File: src/hdl/stq_pkg.sv
// shared constants and types for the sorted timer queue
`default_nettype none
package stq_pkg;
	localparam int DEFAULT_MAX_TIMERS = 16;
	localparam int TIME_W = 40;
	localparam int MIN_W = 24;
	localparam int ID_W = 4;
	localparam logic [MIN_W-1:0] MIN_INTERVAL_RESET = 24'd100000;
	// widest timer index over the parameter range (up to 64 timers)
	localparam int SLOT_W = 6;
	localparam logic KIND_RESTART = 1'b0;
	localparam logic KIND_REMOVE = 1'b1;

	// command from the sequencer to the rank cells
	typedef struct packed {
		logic              unlink;
		logic              insert;
		logic [SLOT_W-1:0] id;
		logic [SLOT_W:0]   ins_pos;
	} rank_cmd_t;
endpackage
`default_nettype wire

File: src/hdl/stq_rank.sv
// per-timer cells holding active flag and queue position, with head search
`default_nettype none
module stq_rank #(
	parameter int MAX_TIMERS = stq_pkg::DEFAULT_MAX_TIMERS
) (
	input  wire                                clk,
	input  wire                                arst_n,
	input  stq_pkg::rank_cmd_t                 cmd,
	output logic [MAX_TIMERS-1:0]              active,
	output logic [$clog2(MAX_TIMERS):0]        count,
	output logic [$clog2(MAX_TIMERS)-1:0]      head_id
);
	import stq_pkg::*;
	localparam int IDW = $clog2(MAX_TIMERS);

	logic [MAX_TIMERS-1:0] act_q;
	logic [IDW-1:0]        pos_q [MAX_TIMERS];
	logic [IDW:0]          cnt_q;
	logic [IDW-1:0]        cid;
	logic [IDW-1:0]        ipos;

	assign cid = cmd.id[IDW-1:0];
	assign ipos = cmd.ins_pos[IDW-1:0];
	assign active = act_q;
	assign count = cnt_q;

	// active flags and fill count
	always_ff @(posedge clk or negedge arst_n) begin
		if (!arst_n) begin
			act_q <= '0;
			cnt_q <= '0;
		end else if (cmd.unlink) begin
			act_q[cid] <= 1'b0;
			cnt_q <= cnt_q - 1'b1;
		end else if (cmd.insert) begin
			act_q[cid] <= 1'b1;
			cnt_q <= cnt_q + 1'b1;
		end
	end

	// positions shift around the removed or inserted slot
	always_ff @(posedge clk) begin
		for (int j = 0; j < MAX_TIMERS; j++) begin
			if (cmd.unlink && act_q[j] && (pos_q[j] > pos_q[cid]))
				pos_q[j] <= pos_q[j] - 1'b1;
			else if (cmd.insert && IDW'(j) == cid)
				pos_q[j] <= ipos;
			else if (cmd.insert && act_q[j] && (pos_q[j] >= ipos))
				pos_q[j] <= pos_q[j] + 1'b1;
		end
	end

	// head is the active timer at position zero
	always_comb begin
		head_id = '0;
		for (int j = 0; j < MAX_TIMERS; j++) begin
			if (act_q[j] && pos_q[j] == '0)
				head_id = IDW'(j);
		end
	end

	a_count_match: assert property (@(posedge clk) disable iff (!arst_n)
		32'($countones(act_q)) == 32'(cnt_q))
		else $error("fill count disagrees with active flags");
	a_no_overfill: assert property (@(posedge clk) disable iff (!arst_n)
		cmd.insert |-> !act_q[cid])
		else $error("insert of a timer already queued");
	a_unlink_active: assert property (@(posedge clk) disable iff (!arst_n)
		cmd.unlink |-> act_q[cid])
		else $error("unlink of a timer not queued");
endmodule
`default_nettype wire

File: src/hdl/sorted_timer_queue.sv
// sorted timer queue: top level with remaining-time memory and sequencer
//
// Requests arrive on the s_ stream: tuser is the kind (restart or remove),
// tdata carries timer id, period and the current hardware countdown. Each
// request gives exactly one beat on the m_ stream with the head timer, the
// delay to program, an empty flag and a status flag.
// A request is worked alone. If the queue is not empty, it reads the head
// value and sweeps the remaining time memory once (one timer a cycle, a two
// stage read-update-write loop); then it unlinks and inserts in the rank
// cells and reads the new head back. The single read port of the remaining
// time memory sets the pace of the sweep. s_tready is high only while the
// sequencer is idle; a finished result sits in the output register, so
// the next request is taken while m_tvalid waits. If the receiver stalls,
// the following request stops before its result until the register drains.
// Reset clears the queue and loads min_interval_us with 100000; the memory
// needs no clearing, since only the values of queued timers are ever used.
`default_nettype none
module sorted_timer_queue #(
	parameter int MAX_TIMERS = stq_pkg::DEFAULT_MAX_TIMERS
) (
	input  wire         clk,
	input  wire         arst_n,
	input  wire         cfg_we,
	input  wire  [23:0] cfg_wdata,
	input  wire         s_tvalid,
	output logic        s_tready,
	// timer_id [3:0], period_us [43:4], countdown_us [83:44]
	input  wire  [87:0] s_tdata,
	// kind [0]
	input  wire         s_tuser,
	output logic        m_tvalid,
	input  wire         m_tready,
	// head_timer [3:0], next_delay_us [43:4], queue_empty [44], status [45]
	output logic [47:0] m_tdata
);
	import stq_pkg::*;
	localparam int IDW = $clog2(MAX_TIMERS);

	localparam logic [3:0] ST_IDLE = 4'd0;
	localparam logic [3:0] ST_HRD = 4'd1;
	localparam logic [3:0] ST_HWT = 4'd2;
	localparam logic [3:0] ST_SWEEP = 4'd3;
	localparam logic [3:0] ST_UNLINK = 4'd4;
	localparam logic [3:0] ST_INSERT = 4'd5;
	localparam logic [3:0] ST_ORD = 4'd6;
	localparam logic [3:0] ST_ORW = 4'd7;

	logic [3:0]        state_q;
	logic [MIN_W-1:0]  min_q;
	logic              kind_q;
	logic              idok_q;
	logic [IDW-1:0]    id_q;
	logic [TIME_W-1:0] period_q;
	logic [TIME_W-1:0] cdown_q;
	logic [TIME_W-1:0] elapsed_q;
	logic              status_q;
	logic [IDW:0]      sweep_q;
	logic [IDW:0]      rank_q;
	logic              v_s1, v_s2;
	logic [IDW-1:0]    idx_s1, idx_s2;
	logic [TIME_W-1:0] new_s2;
	logic [TIME_W-1:0] rem_mem [MAX_TIMERS];
	logic [TIME_W-1:0] rd_data_q;
	logic [IDW-1:0]    rd_addr;
	logic              wr_en;
	logic [IDW-1:0]    wr_addr;
	logic [TIME_W-1:0] wr_data;
	logic              out_free;
	logic              res_load;
	logic [TIME_W-1:0] synced;
	logic [TIME_W-1:0] min_ext;
	logic [TIME_W-1:0] delay;
	rank_cmd_t         cmd;
	logic [MAX_TIMERS-1:0] active;
	logic [IDW:0]      count;
	logic [IDW-1:0]    head_id;

	stq_rank #(.MAX_TIMERS(MAX_TIMERS)) u_rank (
		.clk(clk), .arst_n(arst_n), .cmd(cmd),
		.active(active), .count(count), .head_id(head_id)
	);

	assign s_tready = (state_q == ST_IDLE);
	assign out_free = !m_tvalid || m_tready;
	assign min_ext = TIME_W'(min_q);
	// result beat loaded into the output register this cycle
	assign res_load = out_free &&
		(((state_q == ST_ORD) && (count == '0)) || (state_q == ST_ORW));

	// configuration register
	always_ff @(posedge clk or negedge arst_n) begin
		if (!arst_n)
			min_q <= MIN_INTERVAL_RESET;
		else if (cfg_we)
			min_q <= cfg_wdata;
	end

	// remaining time memory with one read port and one write port
	always_ff @(posedge clk) begin
		if (wr_en)
			rem_mem[wr_addr] <= wr_data;
		rd_data_q <= rem_mem[rd_addr];
	end

	always_comb begin
		if (state_q == ST_SWEEP)
			rd_addr = sweep_q[IDW-1:0];
		else
			rd_addr = head_id;
		wr_en = 1'b0;
		wr_addr = idx_s2;
		wr_data = new_s2;
		if (state_q == ST_SWEEP && v_s2 && active[idx_s2]) begin
			wr_en = 1'b1;
		end else if (state_q == ST_INSERT && idok_q && kind_q == KIND_RESTART) begin
			wr_en = 1'b1;
			wr_addr = id_q;
			wr_data = period_q;
		end
	end

	// synced value of one entry, floored at the minimum
	always_comb begin
		if (rd_data_q > elapsed_q && (rd_data_q - elapsed_q) > min_ext)
			synced = rd_data_q - elapsed_q;
		else
			synced = min_ext;
	end

	// rank cell commands
	always_comb begin
		cmd = '0;
		cmd.id = SLOT_W'(id_q);
		cmd.ins_pos = (SLOT_W+1)'(rank_q);
		cmd.unlink = (state_q == ST_UNLINK) && idok_q && active[id_q];
		cmd.insert = (state_q == ST_INSERT) && idok_q && (kind_q == KIND_RESTART);
	end

	assign delay = (rd_data_q == '0) ? min_ext : rd_data_q;

	// request sequencer
	always_ff @(posedge clk or negedge arst_n) begin
		if (!arst_n) begin
			state_q <= ST_IDLE;
			m_tvalid <= 1'b0;
			v_s1 <= 1'b0;
			v_s2 <= 1'b0;
		end else begin
			if (res_load)
				m_tvalid <= 1'b1;
			else if (m_tready)
				m_tvalid <= 1'b0;
			v_s1 <= (state_q == ST_SWEEP) && (sweep_q < (IDW+1)'(MAX_TIMERS));
			v_s2 <= v_s1;
			unique case (state_q)
				ST_IDLE: begin
					if (s_tvalid)
						state_q <= (count == '0) ? ST_UNLINK : ST_HRD;
				end
				ST_HRD: state_q <= ST_HWT;
				ST_HWT: state_q <= ST_SWEEP;
				ST_SWEEP: begin
					if (sweep_q == (IDW+1)'(MAX_TIMERS) && !v_s1 && !v_s2)
						state_q <= ST_UNLINK;
				end
				ST_UNLINK: state_q <= ST_INSERT;
				ST_INSERT: state_q <= ST_ORD;
				ST_ORD: begin
					if (count == '0) begin
						if (out_free)
							state_q <= ST_IDLE;
					end else begin
						state_q <= ST_ORW;
					end
				end
				ST_ORW: begin
					if (out_free)
						state_q <= ST_IDLE;
				end
				default: state_q <= ST_IDLE;
			endcase
		end
	end

	// request fields, sweep pipeline and result
	always_ff @(posedge clk) begin
		idx_s1 <= sweep_q[IDW-1:0];
		idx_s2 <= idx_s1;
		new_s2 <= synced;
		case (state_q)
			ST_IDLE: begin
				kind_q <= s_tuser;
				idok_q <= 32'(s_tdata[3:0]) < MAX_TIMERS;
				id_q <= IDW'(s_tdata[3:0]);
				period_q <= s_tdata[43:4];
				cdown_q <= s_tdata[83:44];
				elapsed_q <= '1;
				sweep_q <= '0;
				rank_q <= '0;
			end
			ST_HWT: elapsed_q <= (rd_data_q > cdown_q) ? rd_data_q - cdown_q : '0;
			ST_SWEEP: begin
				if (sweep_q != (IDW+1)'(MAX_TIMERS))
					sweep_q <= sweep_q + 1'b1;
				if (v_s2 && active[idx_s2] && idx_s2 != id_q && new_s2 <= period_q)
					rank_q <= rank_q + 1'b1;
			end
			ST_UNLINK: status_q <= (kind_q == KIND_REMOVE) && !(idok_q && active[id_q]);
			ST_ORD: begin
				if (count == '0 && out_free)
					m_tdata <= {2'b00, status_q, 1'b1, {TIME_W{1'b0}}, 4'd0};
			end
			ST_ORW: begin
				if (out_free)
					m_tdata <= {2'b00, status_q, 1'b0, delay, 4'(head_id)};
			end
			default: ;
		endcase
	end

	a_busy_after_accept: assert property (@(posedge clk) disable iff (!arst_n)
		(s_tvalid && s_tready) |=> !s_tready)
		else $error("second request taken while busy");
	a_no_result_overwrite: assert property (@(posedge clk) disable iff (!arst_n)
		(m_tvalid && !m_tready) |=> m_tvalid)
		else $error("result dropped while stalled");
	a_sweep_idle: assert property (@(posedge clk) disable iff (!arst_n)
		(state_q == ST_IDLE) |-> !wr_en)
		else $error("memory write outside a request");
endmodule
`default_nettype wire
File: config.mk
export PLATFORM = sky130hd
export DESIGN_NAME = sorted_timer_queue
export DESIGN_NICKNAME = d
export VERILOG_FILES = /design/src/hdl/stq_pkg.sv /design/src/hdl/stq_rank.sv /design/src/hdl/sorted_timer_queue.sv
export SDC_FILE = /design/constraint.sdc
export NUM_CORES = 2
export LEC_CHECK = 0
export ABC_CLOCK_PERIOD_IN_PS = 23300
export BUFFER_PORTS_ARGS = -buffer_cell sky130_fd_sc_hd__buf_2
export CELL_PAD_IN_SITES_DETAIL_PLACEMENT = 0
export CELL_PAD_IN_SITES_GLOBAL_PLACEMENT = 2
export CORE_UTILIZATION = 48
export DETAILED_ROUTE_END_ITERATION = 8
export PLACE_DENSITY = 0.91
export SETUP_SLACK_MARGIN = 0.05
export SLEW_MARGIN = 0
export SYNTH_ARGS = -nofsm -noshare
export SYNTH_HDL_FRONTEND = slang
export SYNTH_SLANG_ARGS = --single-unit
File: constraint.sdc
create_clock -name clk -period 23.3 [get_ports clk]
set_clock_uncertainty 0.05 [all_clocks]
set_input_delay 4.66 -clock clk [delete_from_list [all_inputs] [get_ports clk]]
set_output_delay 4.66 -clock clk [all_outputs]
set_load 0.005 [all_outputs]
# After elaboration in Yosys (flattened, before gate mapping)

Memories as Yosys holds them, arrays and structs flattened. A register that Yosys moved wholly into a read port is not among the register bits.
Index checks and enable logic that the tools add are counted.

Register bits: 284
Bits in writable memories: 704
Output and inout bits: 50
Logic and storage cells: 542
Memories: 2

Add/sub/neg operators: 38
Magnitude comparators: 40
Eq/ne operators: 31
Multiplexer cells: 230
Bitwise gates (word level): 36
Reduce and logical (&&, ||, !) cells: 145

Memories:

| memory       | words | width | rd ports | clocked after memory_dff | write ports | RTL line                 | source |
|---|---|---|---|---|---|---|---|
| rem_mem      | 16    | 40    | 1        | 1                        | 1           | sorted_timer_queue.sv:62 | `logic [TIME_W-1:0] rem_mem [MAX_TIMERS];` |
| u_rank.pos_q | 16    | 4     | 17       | 1                        | 16          | stq_rank.sv:17           | `logic [IDW-1:0] pos_q [MAX_TIMERS];` |

Operator list:

| kind                                                                | number |
|---|---|
| 4-bit two-way mux                                                   | 48 |
| 40-bit two-way mux                                                  | 4 |
| 1-bit two-way mux                                                   | 154 |
| 1-bit logical AND                                                   | 111 |
| 48-bit two-way mux                                                  | 2 |
| 48-bit one-hot mux with 2 select lines                              | 1 |
| 40-bit greater-than comparator                                      | 2 |
| 40-bit one-hot mux with 2 select lines                              | 1 |
| 40-bit subtractor                                                   | 2 |
| 4-bit zero test                                                     | 17 |
| 4-bit by 1-bit adder with 4-bit output (second input constant)      | 16 |
| 4-bit greater-or-equal comparator                                   | 16 |
| 4-bit greater-than comparator                                       | 16 |
| 4-bit by 1-bit subtractor with 4-bit output (second input constant) | 16 |
| 40-bit by 24-bit greater-than comparator with 1-bit output          | 1 |
| 40-bit less-or-equal comparator                                     | 1 |
| 40-bit zero test                                                    | 1 |
| 4-bit equality test (first input constant)                          | 8 |
| 16-bit two-way mux                                                  | 2 |
| 1-bit OR                                                            | 32 |
| 4-bit one-hot mux with 8 select lines                               | 1 |
| 24-bit two-way mux                                                  | 1 |
| 5-bit two-way mux                                                   | 4 |
| 5-bit one-hot mux with 2 select lines                               | 2 |
| other kinds (30)                                                    | 61 |

# Logic depth before layout (Yosys ltp)

An unclocked memory read counts as a cell.

Word-level depth: 20
Mapped depth: 23
Gate-level depth less buffers: 21

# Cells and area by module

From an unflattened synthesis, not the netlist that was laid out.

Cells, all modules: 3848
Area, all modules: 51310.5 um^2

By module, submodules not included:

| module             | instances | cells each | area an instance (um^2) | seq. area each (um^2) |
|---|---|---|---|---|
| sorted_timer_queue | 1         | 2712       | 41258.3                 | 27228.6 |
| stq_rank           | 1         | 1136       | 10052.1                 | 2447.3 |

# Worst setup path before layout

Ideal clock, no wire load.

Path type: register to output
From: reg state_q[1]
To: out s_tready
Arrival time: 9.410 ns
Data required time: 18.590 ns
Slack: 9.180 ns
Stages on the path, launching flop included: 3
Buffers on the path: 1
Cell sequence: dfrtp_1 > clkbuf_1 > nor4_1

Longest elaborated chain between the ends: 1

Ends and longest elaborated chain:

| what                   | RTL line                  | source |
|---|---|---|
| from (decl)            | sorted_timer_queue.sv:48  | `logic [3:0] state_q;` |
| from (signal assigned) | sorted_timer_queue.sv:158 | `state_q <= (count == '0) ? ST_UNLINK : ST_HRD;` |
| 4-bit zero test        | sorted_timer_queue.sv:83  | `assign s_tready = (state_q == ST_IDLE);` |
| to (decl)              | sorted_timer_queue.sv:26  | `output logic s_tready,` |

No other way between the ends.

# Worst setup path after layout

From: reg rd_data_q[2], read port of rem_mem
To: reg new_s2[5]

Longest elaborated chain between the ends: 4
Elaborated cells on any way between the ends: 5
Classes of those cells: add/sub (1); order compare (2); mux (1); reduce/logical (1)

Ends and longest elaborated chain:

| what                                                       | RTL line                                             | source |
|---|---|---|
| from (decl)                                                | sorted_timer_queue.sv:63                             | `logic [TIME_W-1:0] rd_data_q;` |
| 40-bit subtractor                                          | sorted_timer_queue.sv:124, sorted_timer_queue.sv:125 |  |
| 40-bit by 24-bit greater-than comparator with 1-bit output | sorted_timer_queue.sv:124                            | `if (rd_data_q > elapsed_q && (rd_data_q - elapsed_q) > min_ext)` |
| 1-bit logical AND                                          | sorted_timer_queue.sv:124                            |  |
| 24-bit two-way mux (*)                                     | sorted_timer_queue.sv:124                            |  |
| net synced[5]                                              | sorted_timer_queue.sv:70                             | `logic [TIME_W-1:0] synced;` |
| to (signal assigned)                                       | sorted_timer_queue.sv:189                            | `new_s2 <= synced;` |
| to (decl)                                                  | sorted_timer_queue.sv:61                             | `logic [TIME_W-1:0] new_s2;` |

The timed path passes the listed nets; every way through them passes the cells marked *.
A chain may end at the register's enable or synchronous reset.

==> impl_metrics.tcl <==
set metrics [dict create \
    overflow 0 \
    clock_latency_ns 0.73 \
    drv_cap 0 \
    fmax_mhz 141.7 \
    seq_area_frac_synth_pct 58.37 \
    core-area_sq_um 105300 \
    ys.flop_type "edfxtp_1" \
    initialDrtViolationCount 3370 \
    synthCells 3980 \
    r2r-end "new_s2[5]" \
    die_y_um 327.7 \
    cts.sinks 1029 \
    layout.cells.non_filler 5657 \
    grtUsageTotal_pct 26.16 \
    via_count 33798 \
    dp_cells 5455 \
    routed_via_density 5.975 \
    grt_setup_unrepaired "false" \
    ctsHoldBuffers 0 \
    ff2ff_setup_slack_ns 16.24 \
    area_growth_syn_to_layout_pct 12.75 \
    cpPeakStageDelay_ns 0.68 \
    clockBufferDepth 3 \
    end_kind "flop" \
    cp.required_ns 23.84 \
    crit-reg2reg-launch "rd_data_q[2]" \
    cts_buffers 107 \
    status "completed" \
    mostFrequentLayoutCell "edfxtp_1" \
    rr_worst_depth 20 \
    nNetsFinal 4619 \
    period_share_pct 30.30 \
    cts_max_level 3 \
    irDropWorstVdd_uv 63.83 \
    cts_tree "yes" \
    seq_area_sq_um 29730 \
    path_class "flop to flop" \
    relSlewSlack_pct 18.53 \
    arrival_ns 7.60 \
    grt_pass1_vias 32375 \
    nFillCells 8628 \
    tightest_slew_ns 1.218 \
    slew_viol_final 0 \
    portBuffers 161 \
    pin_count 168 \
    final-hold-violation-count 0 \
    post_cts.repair.setup_buffers 0 \
    drive_above_1_share_pct 15.61 \
    leakage_nw 21.80 \
    die_w_um 327.7 \
    antenna_found_initial 3 \
    multiInputGateArea_sq_um 19890 \
    grt_max_degree 146 \
    min_to "idx_s2[0]" \
    ys_top_cells_by_area "edfxtp_1 (52%), ha_1 (8.0%), mux4_2 (4.9%), dfxtp_1 (3.6%), nand2_1 (2.3%)" \
    holdCritPathClass "flop to flop" \
    final-setup-viol-count 0 \
    synth-edff-count 885 \
    gp_congestion 0.9304 \
    antenna_left 0 \
    cp_num_buf_inv 1 \
    wl_per_cell_um 25.01 \
    drtPass1Iterations 6 \
    dpl.hpwl_um 90020 \
    start_kind "flop" \
    grt_pass1_wl_um 208100 \
    num_rows 119 \
    path_cells "ha_1 -> nor2b_1 -> o31a_1 -> o21ai_1 -> nand4_1 -> nand2_1 -> o21ai_0 -> xor2_1 -> ha_1 -> nand3_1 -> nor4_1 -> and3_1 -> a211oi_1 -> nor4_1 -> o211ai_1 -> a2111oi_0 -> nand4_1 -> o31ai_4 -> buf_4 -> mux2_2" \
    synth.top_cell.area_share_pct 52.18 \
    dieArea_sq_um 107400 \
    ys_warn_count 0 \
    wirelength_um 141500 \
    p_per_area_nw_per_um2 103.1 \
    syn-cell-area_sq_um 50930 \
    crit_path_max_fanout 27 \
    crit_family "simple AND/OR/NAND/NOR gates" \
    ys_ff_latch 1029 \
    hold_path.startpoint "idx_s1[0]" \
    critPathSlowestCell "dfxtp_1" \
    postCtsResizedCells 0 \
    yosysUniqueCellTypes 80 \
    async_reset_ff_share_pct 5.053 \
    period_needed_ns 7.059 \
    drc 0 \
    layout_common_cells "edfxtp_1 (885), ha_1 (325), nand2_1 (309)" \
    finalSetupTns_ns 0 \
    hold_depth 0 \
    syn_avg_cell_area_sq_um 12.80 \
    clk_pin_slew_ns 0.06 \
    antenna_cells 0 \
    start_util_pct 48.38 \
    yosys.area.top_type "edfxtp_1" \
    cts-root-buf "clkbuf_16" \
]
-- power by group --
group	internal [mW]	leakage, nW	switching (mW)
registers	2.21	9.48	0.196
logic	0.651	10.6	1.07
clock network	1.04	1.78	0.751
-- worst max path at each step --
stage | start | endpoint | slack (ns) | cells after the start
after detailed placement | rd_data_q[0] | new_s2[4] | 16.56 | 22
after global routing | rd_data_q[0] | new_s2[14] | 16.08 | 22
final | rd_data_q[2] | new_s2[5] | 16.24 | 20
after global placement | rd_data_q[2] | new_s2[4] | 16.59 | 20
after CTS | state_q[0] | s_tready | 16.19 | 3
after floorplan | state_q[1] | s_tready | 9.18 | 2
-- layout make-up --
cell class | count | area share [%]
Multi-Input combinational cell | 2553 | 34.64
Clock buffer | 129 | 4.914
Tap cell | 1391 | 3.031
Inverter | 232 | 1.517
Clock inverter | 73 | 1.545
Timing Repair Buffer | 250 | 2.589
Sequential cell | 1029 | 51.77
-- sequential cells by signal, summed over array words and instances (netlist names), 4 cells and up, named ones only --
| signal | cells |
|---|---|
| id_q | 4 |
| elapsed_q | 40 |
| rd_data_q | 40 |
| state_q | 4 |
| min_q | 24 |
| cdown_q | 40 |
| new_s2 | 40 |
| sweep_q | 5 |
| idx_s2 | 4 |
| u_rank.pos_q | 64 |
| idx_s1 | 4 |
| rank_q | 4 |
| u_rank.count | 5 |
| period_q | 40 |
| m_tdata | 46 |
| rem_mem | 640 |
-- stage by stage --
step           hold slack, ns  util [%]  setup slack, ns  power [mW]  instance area [sq um]
2_1_floorplan          0.2596         -            9.180       3.536                  50940
3_3_place_gp           0.2634     51.03            16.59       4.117                  53710
3_5_place_dp           0.2621     51.03            16.56       4.131                  53710
4_1_cts                0.2754     54.55            16.19       5.923                  57420
5_1_grt                0.2834     54.55            16.08       6.198                  57420
6_report               0.2768     54.55            16.24       5.920                  57420
-- routing by layer --
layer / vias up / GRT usage [%] / share of wire (%) / wire length (um)
li1: 15529 / - / - / -
met3: 217 / 5.882 / 9.3 / 13100
met5: - / 0 / 0.0092 / 13
met1: 16710 / 38.46 / 45 / 63270
met4: 2 / 6.999 / 2.5 / 3474
met2: 1340 / 39.04 / 44 / 61640
-- kinds of logic after synthesis --
logic type	share of synthesized area (%)
AOI/OAI and AO/OA	11.02
xor gates and xnor gates	1.909
adders and majority gates	8.102
buffers and inverters	3.002
DFF	58.37
muxes	8.925
other	0.007363
and+or+nand+nor	8.667
-- synth_stat cells (91+ instances only) --
library cell  instances
nor2_1              179
o211ai_1            117
o21ai_0             221
nand3_1             130
nand2_1             310
dfxtp_1              92
inv_1               232
edfxtp_1            885
a21o_1               91
a21oi_1             211
ha_1                325
clkbuf_1            144
mux4_2              110
Power figures use the tool's default switching activity.
